### config.mk
export PLATFORM = sky130hd
export DESIGN_NAME = symbol_table_declare_lookup
export DESIGN_NICKNAME = d
export VERILOG_FILES = /design/src/hdl/stdl_pkg.sv /design/src/hdl/stdl_ram.sv /design/src/hdl/stdl_ctrl.sv /design/src/hdl/stdl_dp.sv /design/src/hdl/symbol_table_declare_lookup.sv
export SDC_FILE = /design/constraint.sdc
export NUM_CORES = 2
export LEC_CHECK = 0
export BUFFER_PORTS_ARGS = -buffer_cell sky130_fd_sc_hd__buf_2
export CELL_PAD_IN_SITES_DETAIL_PLACEMENT = 1
export CELL_PAD_IN_SITES_GLOBAL_PLACEMENT = 1
export CORE_MARGIN = 2
export CORE_UTILIZATION = 50
export DETAILED_ROUTE_END_ITERATION = 7
export PLACE_DENSITY_LB_ADDON = 0.1
export SYNTH_ARGS = -nofsm -noshare
export SYNTH_HDL_FRONTEND = slang
export SYNTH_HIERARCHICAL = 1
export SYNTH_SLANG_ARGS = --single-unit
### constraint.sdc
create_clock -name clk -period 9.5 [get_ports clk]
set_input_delay 0 -clock clk [delete_from_list [all_inputs] [get_ports clk]]
set_output_delay 0 -clock clk [all_outputs]
set_load 0.01 [all_outputs]
### src/hdl/stdl_pkg.sv
`default_nettype none

package stdl_pkg;

	localparam int TABLE_DEPTH_DEF = 64;
	localparam int NAME_WIDTH_DEF  = 32;

	// port field widths
	localparam int KIND_W     = 3;
	localparam int NAME_ID_W  = 32;
	localparam int RIDX_W     = 6;
	localparam int S_DATA_W   = 40;
	localparam int M_DATA_W   = 32;

	typedef enum logic [KIND_W-1:0] {
		KIND_CLEAR    = 3'd0,
		KIND_ARG      = 3'd1,
		KIND_EXTERN   = 3'd2,
		KIND_AUTO     = 3'd3,
		KIND_INTERNAL = 3'd4,
		KIND_LOOKUP   = 3'd5,
		KIND_COUNT    = 3'd6,
		KIND_READ     = 3'd7
	} kind_t;

	localparam logic [2:0] CAT_ARG  = 3'd1;
	localparam logic [2:0] CAT_EXT  = 3'd2;
	localparam logic [2:0] CAT_AUTO = 3'd3;
	localparam logic [2:0] CAT_INT  = 3'd4;

	// result word, entry_index in the lowest bits
	typedef struct packed {
		logic       entry_valid;
		logic [6:0] undefined_count;
		logic       table_full;
		logic       redeclared;
		logic [5:0] slot;
		logic       defined;
		logic [2:0] category;
		logic [5:0] entry_index;
	} res_t;

	typedef enum logic [1:0] {
		ST_IDLE,
		ST_SCAN,
		ST_COMMIT
	} st_t;

	typedef struct packed {
		logic load;
		logic scan;
		logic commit;
	} cmd_t;

	typedef struct packed {
		logic scan_done;
		logic out_free;
	} sts_t;

endpackage

`default_nettype wire

### src/hdl/stdl_ram.sv
`default_nettype none

module stdl_ram #(
	parameter int WIDTH = 42,
	parameter int DEPTH = 64
) (
	input  wire logic                     clk,
	input  wire logic                     we,
	input  wire logic [$clog2(DEPTH)-1:0] waddr,
	input  wire logic [WIDTH-1:0]         wdata,
	input  wire logic                     re,
	input  wire logic [$clog2(DEPTH)-1:0] raddr,
	output logic      [WIDTH-1:0]         rdata
);

	logic [WIDTH-1:0] mem_q [DEPTH];

	always_ff @(posedge clk) begin
		if (we) begin
			mem_q[waddr] <= wdata;
		end
		if (re) begin
			rdata <= mem_q[raddr];
		end
	end

endmodule

`default_nettype wire

### src/hdl/stdl_ctrl.sv
`default_nettype none

module stdl_ctrl (
	input  wire logic           clk,
	input  wire logic           arst_n,
	input  wire logic           s_tvalid,
	output logic                s_tready,
	input  wire stdl_pkg::sts_t sts,
	output stdl_pkg::cmd_t      cmd
);

	import stdl_pkg::*;

	st_t state_q, state_d;

	always_ff @(posedge clk or negedge arst_n) begin
		if (!arst_n) begin
			state_q <= ST_IDLE;
		end else begin
			state_q <= state_d;
		end
	end

	always_comb begin
		state_d    = state_q;
		s_tready   = 1'b0;
		cmd        = '0;
		case (state_q)
			ST_IDLE: begin
				s_tready = 1'b1;
				if (s_tvalid) begin
					cmd.load = 1'b1;
					state_d  = ST_SCAN;
				end
			end
			ST_SCAN: begin
				cmd.scan = 1'b1;
				if (sts.scan_done) begin
					state_d = ST_COMMIT;
				end
			end
			ST_COMMIT: begin
				// wait for the output register to be free
				if (sts.out_free) begin
					cmd.commit = 1'b1;
					state_d    = ST_IDLE;
				end
			end
			default: begin
				state_d = ST_IDLE;
			end
		endcase
	end

endmodule

`default_nettype wire

### src/hdl/stdl_dp.sv
`default_nettype none

module stdl_dp #(
	parameter int TABLE_DEPTH = stdl_pkg::TABLE_DEPTH_DEF,
	parameter int NAME_WIDTH  = stdl_pkg::NAME_WIDTH_DEF
) (
	input  wire logic                          clk,
	input  wire logic                          arst_n,
	input  wire stdl_pkg::cmd_t                cmd,
	output stdl_pkg::sts_t                     sts,
	input  wire logic [stdl_pkg::S_DATA_W-1:0] s_tdata,
	input  wire logic [stdl_pkg::KIND_W-1:0]   s_tuser,
	output logic                               m_tvalid,
	input  wire logic                          m_tready,
	output logic      [stdl_pkg::M_DATA_W-1:0] m_tdata
);

	import stdl_pkg::*;

	localparam int AW = $clog2(TABLE_DEPTH);
	localparam int CW = $clog2(TABLE_DEPTH + 1);
	localparam int RW = (CW > RIDX_W) ? CW : RIDX_W;
	localparam int EW = NAME_WIDTH + 10;

	kind_t                 kind_q;
	logic [NAME_WIDTH-1:0] name_q;
	logic [RIDX_W-1:0]     ridx_q;
	logic [CW-1:0]         count_q, count_d;
	logic [6:0]            arg_q, arg_d;
	logic [6:0]            slot_q, slot_d;
	logic [CW-1:0]         scan_idx_q, scan_end;
	logic                  rd_pend_s1;
	logic [AW-1:0]         rd_idx_s1;
	logic                  found_q;
	logic [AW-1:0]         hit_idx_q;
	logic [2:0]            hit_cat_q;
	logic                  hit_def_q;
	logic [5:0]            hit_slot_q;
	logic [6:0]            undef_q;
	res_t                  res_q, res;
	logic                  m_tvalid_q;

	logic                  issue, hit, is_search, full, we;
	logic [AW-1:0]         rd_addr, w_idx;
	logic [EW-1:0]         rdata;
	logic [NAME_WIDTH-1:0] rd_name;
	logic [2:0]            rd_cat, w_cat;
	logic                  rd_def, w_def;
	logic [5:0]            rd_slot, w_slot;

	// entry word: name, category, defined mark, slot
	stdl_ram #(
		.WIDTH(EW),
		.DEPTH(TABLE_DEPTH)
	) u_ram (
		.clk  (clk),
		.we   (cmd.commit && we),
		.waddr(w_idx),
		.wdata({name_q, w_cat, w_def, w_slot}),
		.re   (issue),
		.raddr(rd_addr),
		.rdata(rdata)
	);

	assign rd_name = rdata[EW-1:10];
	assign rd_cat  = rdata[9:7];
	assign rd_def  = rdata[6];
	assign rd_slot = rdata[5:0];

	assign is_search = kind_q inside {[KIND_ARG:KIND_LOOKUP]};
	assign full      = (count_q == CW'(TABLE_DEPTH));

	always_comb begin
		case (kind_q)
			KIND_CLEAR: scan_end = '0;
			KIND_READ:  scan_end = CW'(1);
			default:    scan_end = count_q;
		endcase
	end

	assign issue   = cmd.scan && !found_q && (scan_idx_q < scan_end);
	assign rd_addr = (kind_q == KIND_READ) ? AW'(ridx_q) : scan_idx_q[AW-1:0];
	assign hit     = rd_pend_s1 && !found_q &&
	                 ((kind_q == KIND_READ) || (is_search && (rd_name == name_q)));

	assign sts.scan_done = !rd_pend_s1 && (found_q || (scan_idx_q >= scan_end));
	assign sts.out_free  = !m_tvalid_q || m_tready;

	// result and table update at commit
	always_comb begin
		res     = '0;
		we      = 1'b0;
		w_idx   = count_q[AW-1:0];
		w_cat   = hit_cat_q;
		w_def   = hit_def_q;
		w_slot  = hit_slot_q;
		count_d = count_q;
		arg_d   = arg_q;
		slot_d  = slot_q;
		case (kind_q)
			KIND_CLEAR: begin
				count_d = '0;
				arg_d   = '0;
				slot_d  = '0;
			end
			KIND_COUNT: begin
				res.undefined_count = undef_q;
			end
			KIND_READ: begin
				if (RW'(ridx_q) < RW'(count_q)) begin
					res.entry_valid = 1'b1;
					res.entry_index = ridx_q;
					res.category    = hit_cat_q;
					res.defined     = hit_def_q;
					res.slot        = hit_slot_q;
				end
			end
			default: begin
				if (found_q) begin
					w_idx = hit_idx_q;
					case (kind_q)
						KIND_ARG, KIND_EXTERN, KIND_AUTO: begin
							res.redeclared = 1'b1;
						end
						KIND_INTERNAL: begin
							// an internal name made by a lookup may be defined once
							if (hit_cat_q == CAT_INT && !hit_def_q) begin
								we    = 1'b1;
								w_def = 1'b1;
							end else begin
								res.redeclared = 1'b1;
							end
						end
						default: ;
					endcase
					res.entry_index = 6'(hit_idx_q);
				end else if (full) begin
					res.table_full = 1'b1;
				end else begin
					we      = 1'b1;
					count_d = count_q + CW'(1);
					w_def   = 1'b1;
					w_slot  = slot_q[5:0];
					case (kind_q)
						KIND_ARG: begin
							w_cat  = CAT_ARG;
							w_slot = arg_q[5:0];
							arg_d  = arg_q + 7'd1;
						end
						KIND_EXTERN: begin
							w_cat  = CAT_EXT;
							w_slot = '0;
						end
						KIND_AUTO: begin
							w_cat  = CAT_AUTO;
							slot_d = slot_q + 7'd1;
						end
						KIND_INTERNAL: begin
							w_cat  = CAT_INT;
							slot_d = slot_q + 7'd1;
						end
						default: begin
							w_cat  = CAT_INT;
							w_def  = 1'b0;
							slot_d = slot_q + 7'd1;
						end
					endcase
					res.entry_index = 6'(count_q[AW-1:0]);
				end
				if (found_q || !full) begin
					res.category = w_cat;
					res.defined  = w_def;
					res.slot     = w_slot;
				end
			end
		endcase
	end

	always_ff @(posedge clk or negedge arst_n) begin
		if (!arst_n) begin
			kind_q     <= KIND_CLEAR;
			count_q    <= '0;
			arg_q      <= '0;
			slot_q     <= '0;
			scan_idx_q <= '0;
			rd_pend_s1 <= 1'b0;
			found_q    <= 1'b0;
			undef_q    <= '0;
			m_tvalid_q <= 1'b0;
		end else begin
			rd_pend_s1 <= issue;
			if (cmd.load) begin
				kind_q     <= kind_t'(s_tuser);
				scan_idx_q <= '0;
				found_q    <= 1'b0;
				undef_q    <= '0;
			end else begin
				if (issue) begin
					scan_idx_q <= scan_idx_q + CW'(1);
				end
				if (hit) begin
					found_q <= 1'b1;
				end
				if (rd_pend_s1 && kind_q == KIND_COUNT && !rd_def && undef_q != 7'h7f) begin
					undef_q <= undef_q + 7'd1;
				end
			end
			if (cmd.commit) begin
				count_q    <= count_d;
				arg_q      <= arg_d;
				slot_q     <= slot_d;
				m_tvalid_q <= 1'b1;
			end else if (m_tready) begin
				m_tvalid_q <= 1'b0;
			end
		end
	end

	always_ff @(posedge clk) begin
		if (cmd.load) begin
			name_q <= NAME_WIDTH'(s_tdata[NAME_ID_W-1:0]);
			ridx_q <= s_tdata[NAME_ID_W +: RIDX_W];
		end
		rd_idx_s1 <= rd_addr;
		if (hit) begin
			hit_idx_q  <= rd_idx_s1;
			hit_cat_q  <= rd_cat;
			hit_def_q  <= rd_def;
			hit_slot_q <= rd_slot;
		end
		if (cmd.commit) begin
			res_q <= res;
		end
	end

	assign m_tvalid = m_tvalid_q;
	assign m_tdata  = M_DATA_W'(res_q);

	a_count_bound: assert property (@(posedge clk) disable iff (!arst_n)
		count_q <= CW'(TABLE_DEPTH))
		else $error("entry count beyond table depth");

	a_read_from_scan: assert property (@(posedge clk) disable iff (!arst_n)
		rd_pend_s1 |-> $past(cmd.scan))
		else $error("table read outside a scan");

	a_commit_shows: assert property (@(posedge clk) disable iff (!arst_n)
		cmd.commit |=> m_tvalid_q)
		else $error("commit gave no result word");

	a_hit_filled: assert property (@(posedge clk) disable iff (!arst_n)
		(found_q && kind_q != KIND_READ) |-> (CW'(hit_idx_q) < count_q))
		else $error("match found beyond filled entries");

endmodule

`default_nettype wire

### src/hdl/symbol_table_declare_lookup.sv
`default_nettype none

// symbol table with declare, lookup, clear, undefined count and entry read.
// one word in, one result word out. a search or count word reads the filled entries one per
// cycle through the single read port of the entry memory; an entry read reads only the
// addressed entry and clear reads none. the entries read are all the filled ones when the
// name is absent or for the undefined count, or those up to and including the match,
// with one more when entries follow the match because the next read is already under
// way. a result still waiting on the output holds back the next result, not the next word.
// entries come out of reset unwritten; no clearing pass is needed.
module symbol_table_declare_lookup #(
	parameter int TABLE_DEPTH = stdl_pkg::TABLE_DEPTH_DEF,
	parameter int NAME_WIDTH  = stdl_pkg::NAME_WIDTH_DEF
) (
	input  wire logic                          clk,
	input  wire logic                          arst_n,
	input  wire logic                          s_tvalid,
	output logic                               s_tready,
	// name_id [31:0], read_index [37:32]
	input  wire logic [stdl_pkg::S_DATA_W-1:0] s_tdata,
	// kind [2:0]
	input  wire logic [stdl_pkg::KIND_W-1:0]   s_tuser,
	output logic                               m_tvalid,
	input  wire logic                          m_tready,
	// entry_index [5:0], category [8:6], defined [9], slot [15:10],
	// redeclared [16], table_full [17], undefined_count [24:18], entry_valid [25]
	output logic      [stdl_pkg::M_DATA_W-1:0] m_tdata
);

	import stdl_pkg::*;

	cmd_t cmd;
	sts_t sts;

	stdl_ctrl u_ctrl (
		.clk     (clk),
		.arst_n  (arst_n),
		.s_tvalid(s_tvalid),
		.s_tready(s_tready),
		.sts     (sts),
		.cmd     (cmd)
	);

	stdl_dp #(
		.TABLE_DEPTH(TABLE_DEPTH),
		.NAME_WIDTH (NAME_WIDTH)
	) u_dp (
		.clk     (clk),
		.arst_n  (arst_n),
		.cmd     (cmd),
		.sts     (sts),
		.s_tdata (s_tdata),
		.s_tuser (s_tuser),
		.m_tvalid(m_tvalid),
		.m_tready(m_tready),
		.m_tdata (m_tdata)
	);

endmodule

`default_nettype wire
==> results by stage <==
Routing:
- Before antenna repair, the detailed router went through 8 iterations.
- The first-iteration detailed-routing DRC count is 6183.
- The routed wire length is 294400 um.
- The vias after detailed routing is 53137.
- After detailed routing, the number of vias per cell comes to 6.397.
- The count of unresolved DRC violations after routing is 0.
- In the final routed layout, each cell accounts on average for 35.44 um.
- The count of antenna-violating nets left after detailed routing is 0.

STA:
- After routing, the total negative slack on setup checks comes to 0 ns.
- The maximum operating frequency is 0.1671 GHz.
- The total count of max-transition violations in the final report was 0.
- Setup violations remaining at the end of the flow were counted as 0.
- In the post-route analysis, the smallest setup slack over all paths is 3.514 ns.
- The final critical-path required period is 5.986 ns.
- At the pin with the least slew margin, the transition time is 1.329 ns.
- Dividing the final minimum period by the clock period gives 0.6301.
- Measured against its own limit, the worst slew margin works out to 0.1139.
- The clock arrives with 0.04884 ns of skew.
- The count of endpoints failing hold in the final timing report is 0.
- Setup repair after global routing left no endpoint under its margin.

Clocking:
- The TritonCTS clock tree is yes.
- The tree built by TritonCTS fans out to 2857 sinks.
- TritonCTS created 308 clock buffers.
- The tree is rooted in a clkbuf_16.
- The H-tree was split into 5 levels.
- The longest clock path from root to sink contains 4 buffers.
- The post-CTS clock slew at the launch and capture registers of the worst setup and hold paths is 0.06 ns.
- The total setup buffers inserted after CTS is 0.
- Clock latency on the worst-skew pair, taken at its later pin, is 0.93 ns.

Finish:
- The fraction of final layout cells with drive strength greater than 1 is 0.2770.
- In the final layout, the multi-input gates occupy 23730 um2.
- Measured on the finished design, the core utilization comes to 0.5690.
- Relative to the synthesized area, the layout overhead comes to 13.23%.
- The post-route cell area is 124800 um2.
- The combined flip-flop and latch cell area is 85530 um2.
- The final layout contains 5291 nets.
- The count of filler cells inserted in the layout is 18130.

Hold path:
- The worst hold path belongs to the class input pin to asynchronous set/reset pin.

Synthesis:
- The most common cell in the synthesized netlist is edfxtp_1.
- For this run, the leading register cell type out of synthesis is edfxtp_1.
- The average instance area after synthesis is 22.79 um2.
- After synthesis, the netlist uses 73 different library cells.
- For this run, asynchronously set or reset flops after synthesis account for 0.01435.
- Counting flops and latches in the post-synthesis netlist gives 2857.
- In this run, synthesis inferred 2810 flip-flops with an integrated enable.
- The share of the synthesized area in the top cell type is 0.7658.
- The summed instance area of the synthesized netlist is 110200 um2.
- The leading area contributor after synthesis is edfxtp_1.
- In the post-synthesis netlist, the biggest area contributors are edfxtp_1, mux4_2, mux2i_1.
- The warning count from the yosys run is 6.
- The share of the Yosys chip area taken by registers is 0.7762.
- The post-synthesis instance total is 4835.
- In the synthesized netlist, the cells that appear most often are edfxtp_1, mux4_2, nor2_1.

Placed design:
- After legalization and detailed placement, the total HPWL measured 159200 um.
- Timing analysis after detailed placement gives a worst setup slack of 3.615 ns.
- The global placer's final weighted congestion is 0.8011.
- The number of I/O port buffers is 72.
- After detailed placement, the total cell area comes to 114700 um2.

Power:
- Internal power comes to 25.63 mW.
- The register share of total power is 0.426.
- VDD sags by at most 0.2871 mV.
- Summed over all nets, the switching power comes to 10.73 mW.
- The analysis attributes to cell leakage a power of 38.27 nW.
- Of the total power, the share spent switching nets is 0.2952.
- The overall power of the completed layout is 36.37 mW.
- For this design the ratio of total power to cell area is 291.5 nW/um2.
- The combinational fraction of design power is 0.267.
- The fraction of power consumed by the clock network is 0.307.

Worst setup path:
- In this design, the stage delay of the slowest critical-path cell is 1.19 ns.
- The startpoint identified for the worst register-to-register timing path is u_dp/kind_q[1]$_DFFE_PN0P_.
- The signal on the critical path passes through or3_1 > nand2_1 > nor2_1 > buf_4 > nand2_1 > o21ai_0 > buf_4 > nor2b_1 > nand3_1 > nor2_4 > buf_4.
- The length in cells of the worst reg-to-reg path is 11.
- The worst reg2reg path endpoint is u_dp/u_ram/mem_q[11][11]$_DFFE_PP_.
- The endpoint required time on the critical path is 10.03 ns.
- STA classifies the critical path endpoint as a register.
- The largest driver fanout on the critical path is 25.
- STA puts the critical path data arrival time at 6.51 ns.
- The worst setup path is launched from a register.
- The worst setup path is of the register to register kind.
- The cell type with the highest occurrence count on the critical path is buf_4.
- The setup slack on the worst flop-to-flop path is 3.51 ns.
- The library cell contributing the largest single delay on the critical path is nor2_4.

Run:
- The max-capacitance violation count is 0.

Floorplanning:
- The floorplan step set the die width to 473.4 um.
- The die covers 224200 um2.
- The die is 473.4 um tall.
- For this configuration, the core starts out at a cell density of 0.5025.
- The total I/O pin count is 81.
- The floorplan has 172 rows.
- The standard cell core area is 219300 um2.

Global routing:
- The first global-routing pass estimated 419000 um of wire.
- The overflow left after global routing is 0.
- The maximum number of pins on one net before global-route repair is 116.
- In the global route stage, overall resource usage came out at 0.2661.
- The number of antenna violations at the first check in global routing is 18.
- The via count of the first global-routing pass is 55437.

Run status:
- The run finished with clean final reports.
[cells by family (layout without fill, tap and decap cells)]
kind of cell / after synthesis / count (layout) / share of synthesized area
other: 1 / 12 / 0.00003403
AOI/OAI and AO/OA: 327 / 327 / 0.02100
adders and majority gates: 18 / 18 / 0.002044
muxes: 880 / 880 / 0.1646
DFF: 2857 / 2857 / 0.7762
buffers and inverters: 276 / 866 / 0.01414
xor gates and xnor gates: 51 / 51 / 0.004054
and+or+nand+nor: 425 / 425 / 0.01796
[stage by stage]
stage,hold slack (ns),std cells
2_1_floorplan,-0.2956,4840
3_3_place_gp,0.1762,7698
3_5_place_dp,0.1787,7698
4_1_cts,0.1258,8301
5_1_grt,0.2127,8304
6_report,0.1922,8307
[what timing repair did]
item / CTS / global route
gates resized for setup: 0 / 0
hold endpoints to repair: 132 / 0
hold buffers: 89 / 0
setup endpoints to repair: 0 / 0
[state kept, by name (all words and copies together), names as in the netlist]
name and cells:
u_dp/u_ram/mem_q 2688, u_dp/u_ram/rdata 42, u_dp/name_q 32, u_dp/m_tdata 26, u_dp/count_q 7, u_dp/scan_idx_q 7, u_dp/undef_q 7, u_dp/arg_q 6
u_dp/hit_idx_q 6, u_dp/hit_slot_q 6, u_dp/rd_idx_s1 6, u_dp/ridx_q 6, u_dp/slot_q 6, u_dp/hit_cat_q 3, u_dp/kind_q 3, u_ctrl/state_q 2
u_dp/found_q 1, u_dp/hit_def_q 1, u_dp/m_tvalid 1, u_dp/rd_pend_s1 1
[layout make-up]
type,instances,share of cell area
diodes,6,0.0001203
clock buffers,384,0.06491
clock inverters,130,0.008293
inverters,18,0.0005415
multi-input cells,1707,0.1902
flip-flops and latches,2857,0.6855
well taps,2871,0.02879
repair buffers,334,0.02168
[layer usage]
layer | up-vias | track usage | share of wire
li1 | 21318 | - | -
met1 | 29436 | 0.3840 | 0.42
met2 | 1959 | 0.4276 | 0.49
met3 | 422 | 0.04452 | 0.072
met4 | 2 | 0.06662 | 0.025
met5 | - | 0 | 0.000024
[critical path: cells and delay by family, from the launching register on]
family          cells  cell delay (ns)
compound gates      1             0.08
flops               1             0.88
buf+inv             3             1.15
simple gates        7             3.37
[power by group through the flow]
stage / logic, mW / clock network [mW] / registers, mW
finish: 9.73 / 11.2 / 15.5
floorplan: 6.56 / 0 / 15.9
global placement: 9.58 / 0 / 15.7
CTS: 9.81 / 11.4 / 15.5
global route: 10.4 / 11.8 / 15.5
detailed placement: 9.76 / 0 / 15.7
[placed cells by master, fill, tap and decap left out, types with 16 or more instances in the layout]
master / Yosys / routed
a211oi_1: 17 / 17
a21oi_1: 36 / 35
a221oi_1: 24 / 24
a22oi_1: 47 / 47
a31oi_1: 21 / 21
and2_1: 17 / 16
buf_2: 51 / 72
buf_4: 44 / 162
bufinv_16: 0 / 17
clkbuf_1: 89 / 71
clkbuf_16: 0 / 313
clkinv_1: 2 / 59
clkinv_2: 0 / 47
dfrtp_1: 41 / 41
dlygate4sd3_1: 0 / 88
edfxtp_1: 2810 / 2810
ha_1: 18 / 18
inv_1: 16 / 16
mux2_2: 25 / 25
mux2i_1: 112 / 112
mux4_2: 743 / 743
nand2_1: 128 / 117
nand4_1: 18 / 18
nor2_1: 154 / 89
nor2_4: 0 / 63
nor2b_1: 29 / 26
o21ai_0: 40 / 38
o221ai_1: 17 / 17
o22ai_1: 55 / 55
xnor2_1: 44 / 44
[worst max path at each step]
stage                                                    end                       start  cells after the start  slack (ns)
after detailed placement   u_dp/u_ram/mem_q[11][4]$_DFFE_PP_  u_dp/kind_q[1]$_DFFE_PN0P_                     11        3.62
final                     u_dp/u_ram/mem_q[11][11]$_DFFE_PP_  u_dp/kind_q[1]$_DFFE_PN0P_                     11        3.51
after global placement    u_dp/u_ram/mem_q[54][22]$_DFFE_PP_  u_dp/kind_q[1]$_DFFE_PN0P_                     10        3.68
after floorplan            u_dp/u_ram/mem_q[33][0]$_DFFE_PP_   u_dp/m_tvalid$_DFFE_PN0P_                      8        3.20
after global routing      u_dp/u_ram/mem_q[11][11]$_DFFE_PP_  u_dp/kind_q[1]$_DFFE_PN0P_                     11        3.24
after CTS                 u_dp/u_ram/mem_q[63][34]$_DFFE_PP_  u_dp/kind_q[1]$_DFFE_PN0P_                     10        3.57
Power figures use the tool's default switching activity.
